==> src/rtl/ted_pkg.sv <==
`timescale 1ns / 1ps
// Package: shared widths, payload types and calendar tables for the elapsed time block.
package ted_pkg;

   localparam int unsigned MAX_YEAR   = 9999;
   localparam int unsigned YEAR_W     = 14;
   localparam int unsigned DAY_NUM_W  = 22;

   // floor(p / 100) = (p * RECIP_100) >> RECIP_SHIFT, exact for any 14-bit p
   localparam int unsigned RECIP_100   = 5243;
   localparam int unsigned RECIP_SHIFT = 19;

   typedef enum logic {
      ACTION_STORE   = 1'b0,
      ACTION_MEASURE = 1'b1
   } action_type;

   typedef struct packed {
      logic        action;
      logic [13:0] year;
      logic [3:0]  month;
      logic [4:0]  day;
      logic [4:0]  hour;
      logic [5:0]  minute;
      logic [5:0]  second;
      logic [9:0]  millisecond;
   } req_payload_type;

   typedef struct packed {
      logic        invalid;
      logic [21:0] elapsed_days;
      logic [4:0]  elapsed_hours;
      logic [5:0]  elapsed_minutes;
      logic [5:0]  elapsed_seconds;
      logic [9:0]  elapsed_milliseconds;
   } rsp_payload_type;

   // Field order gives lexicographic ordering when compared as a vector
   typedef struct packed {
      logic [21:0] day_number;
      logic [4:0]  hour;
      logic [5:0]  minute;
      logic [5:0]  second;
      logic [9:0]  millisecond;
   } stamp_type;

   typedef struct packed {
      logic        invalid;
      logic [21:0] day_number;
   } day_info_type;

   typedef struct packed {
      logic      invalid;
      logic      action;
      stamp_type stamp;
   } stage_type;

   function automatic logic [4:0] month_length(input logic [3:0] month, input logic leap);
      logic [4:0] len;
      case (month) inside
         4'd1, 4'd3, 4'd5, 4'd7, 4'd8, 4'd10, 4'd12: len = 5'd31;
         4'd4, 4'd6, 4'd9, 4'd11:                    len = 5'd30;
         4'd2:                                        len = leap ? 5'd29 : 5'd28;
         default:                                     len = 5'd0;
      endcase
      return len;
   endfunction

   function automatic logic [8:0] days_before_month(input logic [3:0] month);
      logic [8:0] days;
      case (month)
         4'd1:    days = 9'd0;
         4'd2:    days = 9'd31;
         4'd3:    days = 9'd59;
         4'd4:    days = 9'd90;
         4'd5:    days = 9'd120;
         4'd6:    days = 9'd151;
         4'd7:    days = 9'd181;
         4'd8:    days = 9'd212;
         4'd9:    days = 9'd243;
         4'd10:   days = 9'd273;
         4'd11:   days = 9'd304;
         4'd12:   days = 9'd334;
         default: days = 9'd0;
      endcase
      return days;
   endfunction

endpackage

==> src/rtl/ted_channel_if.sv <==
`timescale 1ns / 1ps
// Interfaces: valid/ready channels for requests and responses.
interface ted_req_if;
   logic                     valid;
   logic                     ready;
   ted_pkg::req_payload_type payload;

   modport source (output valid, output payload, input ready);
   modport sink   (input valid, input payload, output ready);
endinterface

interface ted_rsp_if;
   logic                     valid;
   logic                     ready;
   ted_pkg::rsp_payload_type payload;

   modport source (output valid, output payload, input ready);
   modport sink   (input valid, input payload, output ready);
endinterface

==> src/rtl/timestamp_elapsed_difference.sv <==
`timescale 1ns / 1ps
// Top level: Gregorian timestamp elapsed-time block with a stored reference.
//
// Usage
//   req carries one timestamp and an action. A store request keeps the
//   timestamp as the reference and answers a zero duration; a measure
//   request answers the absolute time between it and the reference, as
//   days, hours, minutes, seconds and milliseconds. Any field out of range
//   answers invalid with a zero duration and leaves the reference alone.
//   Every request gives exactly one response on rsp, in request order.
// Timing
//   Three register stages: input register, day-number register, response
//   register; a request passes through them in that order to rsp. One request
//   per cycle is sustained while rsp does not stall; the reference is written
//   at the edge where a store leaves the day-number stage, so a measure right
//   behind a store already sees the new reference.
// Reset
//   Clears all stage valid flags and sets the reference to day 0, 00:00:00.000.
//   req.ready is held low while reset is high, so no request is taken then.
// Back-pressure
//   When rsp stalls, the response register holds and each stage fills in turn;
//   req.ready drops only once all three stages are occupied.
module timestamp_elapsed_difference (
   input  logic      clock,
   input  logic      reset,
   ted_req_if.sink   req,
   ted_rsp_if.source rsp
);

   // Input register
   logic                     s1_valid_ff, s1_valid_in;
   ted_pkg::req_payload_type s1_item_ff, s1_item_in;
   // Day-number register
   logic                     s2_valid_ff, s2_valid_in;
   ted_pkg::stage_type       s2_stage_ff, s2_stage_in;
   // Response register
   logic                     rsp_valid_ff, rsp_valid_in;
   ted_pkg::rsp_payload_type rsp_data_ff, rsp_data_in;
   // Reference timestamp
   ted_pkg::stamp_type       ref_stamp_ff, ref_stamp_in;

   ted_pkg::day_info_type    day_info;
   ted_pkg::rsp_payload_type result;
   logic out_ready, s2_ready, s1_ready;
   logic ref_write;

   // Each stage takes a new request when empty or when its content moves on
   assign out_ready = !rsp_valid_ff || rsp.ready;
   assign s2_ready  = !s2_valid_ff || out_ready;
   assign s1_ready  = !s1_valid_ff || s2_ready;
   // Hold off requests during reset
   assign req.ready = s1_ready && !reset;

   ted_day_number u_day_number (
      .item (s1_item_ff),
      .info (day_info)
   );

   ted_elapsed u_elapsed (
      .item      (s2_stage_ff),
      .ref_stamp (ref_stamp_ff),
      .result    (result)
   );

   // Update the reference as a valid store leaves the day-number stage
   assign ref_write = s2_valid_ff && out_ready && !s2_stage_ff.invalid
                   && (s2_stage_ff.action == ted_pkg::ACTION_STORE);

   always_comb begin
      s1_valid_in  = s1_valid_ff;
      s1_item_in   = s1_item_ff;
      s2_valid_in  = s2_valid_ff;
      s2_stage_in  = s2_stage_ff;
      rsp_valid_in = rsp_valid_ff;
      rsp_data_in  = rsp_data_ff;
      ref_stamp_in = ref_stamp_ff;

      // Advance the input stage
      if (s1_ready) begin
         s1_valid_in = req.valid;
         s1_item_in  = req.payload;
      end

      // Advance the day-number stage
      if (s2_ready) begin
         s2_valid_in                   = s1_valid_ff;
         s2_stage_in.invalid           = day_info.invalid;
         s2_stage_in.action            = s1_item_ff.action;
         s2_stage_in.stamp.day_number  = day_info.day_number;
         s2_stage_in.stamp.hour        = s1_item_ff.hour;
         s2_stage_in.stamp.minute      = s1_item_ff.minute;
         s2_stage_in.stamp.second      = s1_item_ff.second;
         s2_stage_in.stamp.millisecond = s1_item_ff.millisecond;
      end

      // Load the response register
      if (out_ready) begin
         rsp_valid_in = s2_valid_ff;
         rsp_data_in  = result;
      end

      if (ref_write) begin
         ref_stamp_in = s2_stage_ff.stamp;
      end
   end

   always_ff @(posedge clock) begin
      if (reset) begin
         s1_valid_ff  <= 1'b0;
         s2_valid_ff  <= 1'b0;
         rsp_valid_ff <= 1'b0;
         ref_stamp_ff <= '0;
      end else begin
         s1_valid_ff  <= s1_valid_in;
         s2_valid_ff  <= s2_valid_in;
         rsp_valid_ff <= rsp_valid_in;
         ref_stamp_ff <= ref_stamp_in;
      end
      s1_item_ff  <= s1_item_in;
      s2_stage_ff <= s2_stage_in;
      rsp_data_ff <= rsp_data_in;
   end

   assign rsp.valid   = rsp_valid_ff;
   assign rsp.payload = rsp_data_ff;

   // An invalid response carries a zero duration
   assert property (@(posedge clock) disable iff (reset)
      rsp_valid_ff && rsp_data_ff.invalid |->
         (rsp_data_ff.elapsed_days == 22'd0) && (rsp_data_ff.elapsed_hours == 5'd0)
         && (rsp_data_ff.elapsed_minutes == 6'd0) && (rsp_data_ff.elapsed_seconds == 6'd0)
         && (rsp_data_ff.elapsed_milliseconds == 10'd0))
      else $error("invalid response with non-zero duration");

   // Sub-day remainders stay within their radix
   assert property (@(posedge clock) disable iff (reset)
      rsp_valid_ff |->
         (rsp_data_ff.elapsed_hours <= 5'd23) && (rsp_data_ff.elapsed_minutes <= 6'd59)
         && (rsp_data_ff.elapsed_seconds <= 6'd59)
         && (rsp_data_ff.elapsed_milliseconds <= 10'd999))
      else $error("elapsed remainder out of range");

   // The reference changes only on a valid store leaving the day-number stage
   assert property (@(posedge clock) disable iff (reset)
      !ref_write |=> $stable(ref_stamp_ff))
      else $error("reference changed without a store");

   assert property (@(posedge clock) disable iff (reset)
      ref_write |=> (ref_stamp_ff == $past(s2_stage_ff.stamp)))
      else $error("reference not loaded from the store request");

endmodule

==> src/rtl/ted_day_number.sv <==
`timescale 1ns / 1ps
// Day number and field validation for one timestamp.
module ted_day_number (
   input  ted_pkg::req_payload_type item,
   output ted_pkg::day_info_type    info
);

   logic [13:0] prev_year;
   logic [26:0] quot_prod;
   logic [7:0]  prev_cent;
   logic [13:0] prev_cent_x100;
   logic [6:0]  prev_rem;
   logic        century_year;
   logic [7:0]  year_cent;
   logic        leap;
   logic [23:0] total;
   logic        date_ok;
   logic        clock_ok;

   assign prev_year      = item.year - 14'd1;
   assign quot_prod      = 27'(prev_year) * 27'(ted_pkg::RECIP_100);
   assign prev_cent      = quot_prod[26:ted_pkg::RECIP_SHIFT];
   assign prev_cent_x100 = 14'(prev_cent) * 14'd100;
   assign prev_rem       = 7'(prev_year - prev_cent_x100);
   // year is a century year exactly when year - 1 ends in 99
   assign century_year   = (prev_rem == 7'd99);
   assign year_cent      = prev_cent + 8'(century_year);
   assign leap = century_year ? (year_cent[1:0] == 2'd0) : (item.year[1:0] == 2'd0);

   assign total = 24'(prev_year) * 24'd365
                + 24'(prev_year[13:2])
                - 24'(prev_cent)
                + 24'(prev_cent[7:2])
                + 24'(ted_pkg::days_before_month(item.month))
                + 24'(leap && (item.month > 4'd2))
                + 24'(item.day);

   assign date_ok = (item.year >= 14'd1) && (item.year <= 14'(ted_pkg::MAX_YEAR))
                 && (item.month >= 4'd1) && (item.month <= 4'd12)
                 && (item.day >= 5'd1)
                 && (item.day <= ted_pkg::month_length(item.month, leap));

   assign clock_ok = (item.hour <= 5'd23) && (item.minute <= 6'd59)
                  && (item.second <= 6'd59) && (item.millisecond <= 10'd999);

   assign info.invalid    = !(date_ok && clock_ok);
   assign info.day_number = total[21:0];

endmodule

==> src/rtl/ted_elapsed.sv <==
`timescale 1ns / 1ps
// Ordering and borrow-chain subtraction against the reference timestamp.
module ted_elapsed (
   input  ted_pkg::stage_type       item,
   input  ted_pkg::stamp_type       ref_stamp,
   output ted_pkg::rsp_payload_type result
);

   ted_pkg::stamp_type late;
   ted_pkg::stamp_type early;
   logic        later;
   logic        borrow_ms, borrow_sec, borrow_min, borrow_hour;
   logic [6:0]  need_sec, need_min;
   logic [5:0]  need_hour;
   logic [10:0] ms_diff;
   logic [6:0]  sec_diff, min_diff;
   logic [5:0]  hour_diff;
   logic [21:0] day_diff;

   assign later = (item.stamp > ref_stamp);
   assign late  = later ? item.stamp : ref_stamp;
   assign early = later ? ref_stamp  : item.stamp;

   assign borrow_ms = (late.millisecond < early.millisecond);
   assign ms_diff   = 11'(late.millisecond) + (borrow_ms ? 11'd1000 : 11'd0)
                    - 11'(early.millisecond);

   assign need_sec   = 7'(early.second) + 7'(borrow_ms);
   assign borrow_sec = (7'(late.second) < need_sec);
   assign sec_diff   = 7'(late.second) + (borrow_sec ? 7'd60 : 7'd0) - need_sec;

   assign need_min   = 7'(early.minute) + 7'(borrow_sec);
   assign borrow_min = (7'(late.minute) < need_min);
   assign min_diff   = 7'(late.minute) + (borrow_min ? 7'd60 : 7'd0) - need_min;

   assign need_hour   = 6'(early.hour) + 6'(borrow_min);
   assign borrow_hour = (6'(late.hour) < need_hour);
   assign hour_diff   = 6'(late.hour) + (borrow_hour ? 6'd24 : 6'd0) - need_hour;

   assign day_diff = late.day_number - early.day_number - 22'(borrow_hour);

   always_comb begin
      result = '0;
      if (item.invalid) begin
         result.invalid = 1'b1;
      end else if (item.action == ted_pkg::ACTION_MEASURE) begin
         result.elapsed_days         = day_diff;
         result.elapsed_hours        = hour_diff[4:0];
         result.elapsed_minutes      = min_diff[5:0];
         result.elapsed_seconds      = sec_diff[5:0];
         result.elapsed_milliseconds = ms_diff[9:0];
      end
   end

endmodule
==> src/flat_wrapper.sv <==
// flat-port wrapper written by rule: the top's interface ports become plain ports
module timestamp_elapsed_difference_flat 
  (clock, reset, req_valid, req_payload, req_ready, rsp_valid, rsp_payload, rsp_ready);
  ted_req_if req_i ();
  ted_rsp_if rsp_i ();
  input  logic clock;
  input  logic reset;
  input wire logic [$bits(req_i.valid)-1:0] req_valid;
  input wire logic [$bits(req_i.payload)-1:0] req_payload;
  output wire logic [$bits(req_i.ready)-1:0] req_ready;
  output wire logic [$bits(rsp_i.valid)-1:0] rsp_valid;
  output wire logic [$bits(rsp_i.payload)-1:0] rsp_payload;
  input wire logic [$bits(rsp_i.ready)-1:0] rsp_ready;
  assign req_i.valid = req_valid;
  assign req_i.payload = req_payload;
  assign req_ready = req_i.ready;
  assign rsp_valid = rsp_i.valid;
  assign rsp_payload = rsp_i.payload;
  assign rsp_i.ready = rsp_ready;
  timestamp_elapsed_difference u_core (.clock(clock), .reset(reset), .req(req_i), .rsp(rsp_i));
endmodule
==> config.mk <==
export PLATFORM = sky130hd
export DESIGN_NAME = timestamp_elapsed_difference_flat
export DESIGN_NICKNAME = d
export VERILOG_FILES = /design/src/rtl/ted_pkg.sv /design/src/rtl/ted_channel_if.sv /design/src/rtl/timestamp_elapsed_difference.sv /design/src/rtl/ted_day_number.sv /design/src/rtl/ted_elapsed.sv /design/src/flat_wrapper.sv
export SDC_FILE = /design/constraint.sdc
export NUM_CORES = 1
export LEC_CHECK = 0
export ABC_AREA = 1
export BUFFER_PORTS_ARGS = -buffer_cell sky130_fd_sc_hd__buf_2
export CAP_MARGIN = 20
export CORE_MARGIN = 5
export CORE_UTILIZATION = 40
export DETAILED_ROUTE_END_ITERATION = 10
export HOLD_SLACK_MARGIN = 0.05
export SLEW_MARGIN = 10
export SYNTH_ARGS = -nofsm -noshare
export SYNTH_HDL_FRONTEND = slang
export SYNTH_SLANG_ARGS = --single-unit
==> constraint.sdc <==
create_clock -name clock -period 11.3 [get_ports clock]
set_input_delay 0.565 -clock clock [delete_from_list [all_inputs] [get_ports clock]]
set_output_delay 0.565 -clock clock [all_outputs]
set_load 0.02 [all_outputs]
==> metrics.md <==
| Metric | Value |
|---|---|
| Status | complete, no violations |
| Final instance area | 0.0238 sq mm |
| Most frequent cells in the layout | inv_1 (452), nand2_1 (313), ha_1 (297) |
| Worst-margin pin slew | 0.949 ns |
| DP Area | 0.0225 sq mm |
| Proportion of synthesized area in mux cells | 0 |
| IO Port Bufs | 106 |
| Synth area leaders | edfxtp_1 (22%), ha_1 (19%), fa_1 (16%) |
| Vias per inst | 4.84 |
| Dpl hpwl | 40.1 mm |
| Commonest non-fill, non-tap cell in the layout | inv_1 |
| Mapped Area | 0.0205 sq mm |
| H-tree levels | 1 |
| Critical path class | reg -> reg |
| Rel. slew slack | 0.361 |
| Root cell of the clock tree | clkbuf_16 |
| Final setup viols | 0 |
| PnR worst setup slack | 0.139 ns |
| Largest net degree at the start of global routing | 98 |
| CTS tree | yes |
| WL/cell | 15.2 microns |
| Hold WS | 0.206 ns |
| # clock sinks | 213 |
| Top cell type's share of synthesized area | 0.223 |
| Die ar. | 0.0558 sq mm |
| Drt drc | 0 |
| Clock Path Buffers | 3 |
| Core Area | 0.0504 sq mm |
| Part of the cycle the worst path needs | 0.988 |
| CP startpoint kind | flop |
| Global-route wire length before repair | 80.1 mm |
| Xor/xnor share of the synthesized area | 0.0295 |
| Worst min-delay path startpoint | req_payload[19] |
| Post-synthesis simple-gate area fraction | 0.133 |
| Tot GR Track Use | 0.173 |
| WP data arrival | 11.45 ns |
| Area fraction in compound gates after synthesis | 0.102 |
| Die height | 236 microns |
| Max Slew Vio Count | 0 |
| Post-Syn Instances | 2270 |
| Vias in the first global route | 15800 |
| Antenna violations before repair | 0 |
| Worst setup path start | u_core.s1_item_ff[37] |
| Post-synth top area cell | edfxtp_1 |
| Synthesized flop and latch total | 213 |
| Layout Nets | 3026 |
| CTS Buf Count | 24 |
| Worst Path Required | 11.59 ns |
| Router iterations before antenna repair | 7 |
| Initial DRC count | 636 |
| Die X | 236 microns |
| Final Util | 0.473 |
| Place WS | -0.572 ns |
| Row cnt | 82 |
| Starting Density | 0.406 |
| Crit Path Max Fanout | 3 |
| Final antenna-violating net count | 0 |
| Yosys warnings | 0 |
| Yosys cell types | 56 |
| Register Area | 0.00579 sq mm |
| I/O Pins | 107 |
| RSZ-0062 raised after global routing | true |
| Syn_area_per_cell | 9.01 sq um |
| HP Class | in -> reg |
| Total grt overflow | 0 |
| Diodes inserted | 0 |
| Vias | 15400 |
| Layout fillers | 4759 |
| Min Tclk post-route | 11.16 ns |
| Max Clock Freq | 89.6 MHz |
| Placer congestion estimate | 0.885 |
| Prevailing post-synth register cell | edfxtp_1 |
| Clock transition at path regs | 0.06 ns |
| Setup Skew | 0.0181 ns |
| Max-Cap Viols | 0 |
| Area Overhead vs Synth | 16.5% |
| Sequential element share of the synthesized area | 0.283 |
| Largest family of logic cells by synthesized area | adder cells |
| Synth Area in Adders | 0.356 |
| Slowest cell on crit path | fa_1 |
| Final Hold Fails | 0 |
| Critical R2R Launch | u_core.s1_item_ff[37] |
| Multi-input gate area | 0.0132 sq mm |
| Final WL | 48.2 mm |
| Syn Nets | 2807 |
| CP Capture Type | flop |
| Layout cells sized above 1 | 0.165 |
| Hold buffer count at CTS | 0 |
| Post-synth EDFFs | 152 |
| FFs w/ async S/R, synth | 0 |
| CP max stage delay | 0.56 ns |
| Worst skew pair latency | 0.54 ns |
-- logic make-up after synthesis --
| kind of cell | count (synthesis) |
|---|---|
| simple gates | 639 |
| buf+inv | 511 |
| fa+ha+maj | 482 |
| compound gates | 356 |
| flops | 213 |
| xor+xnor | 69 |
-- per-layer routing --
layer	global-route usage	wire length [microns]
met5	0	0
met4	0.0402	1230
met3	0.0175	1480
met2	0.317	24300
met1	0.220	21200
-- what timing repair did --
| action | in CTS | in global routing |
|---|---|---|
| setup endpoints to repair | 13 | 21 |
| setup buffers | 15 | 9 |
| gates resized for setup | 34 | 63 |
| pin swaps | 32 | 50 |
| hold endpoints to repair | 0 | 0 |
-- worst max-delay path: cells and delay by family (launching register included) --
kind,cells,cell delay (ns)
adder cells (fa/ha/maj),16,5.41
AO/OA/AOI/OAI,8,1.11
buffers and inverters,17,1.58
XOR/XNOR,5,0.88
flip-flops,1,0.41
AND/OR/NAND/NOR,18,1.50
-- metrics by stage --
step	setup TNS, ns	cells
3_3_place_gp	-0.832	3112
6_report	0	3179
2_1_floorplan	0	2270
4_1_cts	0	3171
3_5_place_dp	-3.32	3112
5_1_grt	-4.26	3179
-- final cells by class --
class,instances,area share
repair buffers,227,0.0615
clock buffers,34,0.0276
well taps,672,0.0353
multi-input cells,1546,0.554
clock inverters,10,0.00388
flip-flops and latches,213,0.243
inverters,477,0.0751
-- synth_stat cells, types with 9 or more instances --
| cell type | number |
|---|---|
| inv_1 | 471 |
| nand2_1 | 326 |
| ha_1 | 315 |
| nor2_1 | 190 |
| fa_1 | 167 |
| edfxtp_1 | 152 |
| a21oi_1 | 126 |
| o21ai_0 | 98 |
| dfxtp_1 | 61 |
| a211oi_1 | 50 |
| xor2_1 | 45 |
| nand3_1 | 43 |
| clkbuf_1 | 25 |
| xnor2_1 | 24 |
| o21ai_1 | 18 |
| nand4_1 | 17 |
| nor3_1 | 15 |
| a21o_1 | 13 |
| nand2_2 | 9 |
| o21a_1 | 9 |
-- worst paths after layout --
kind / slack (ns) / to / depth (start not counted)
max reg2reg: 0.14 / u_core.s2_stage_ff[42] / 64
max: 0.14 / u_core.s2_stage_ff[42] / 64
min: 0.21 / u_core.s1_item_ff[19] / 1
min reg2reg: 0.41 / u_core.s2_stage_ff[10] / 0
-- flip-flops by register name (all words and copies together), names as in the netlist, named ones only --
register and flops:
u_core.s1_item_ff 51, u_core.s2_stage_ff 51, u_core.rsp.payload 50, u_core.ref_stamp_ff 49
u_core.rsp.valid 1, u_core.s1_valid_ff 1, u_core.s2_valid_ff 1
Power is left out: the tool's default activity adds up to more than one toggle a clock period on the data nets, which glitch-free logic cannot reach.
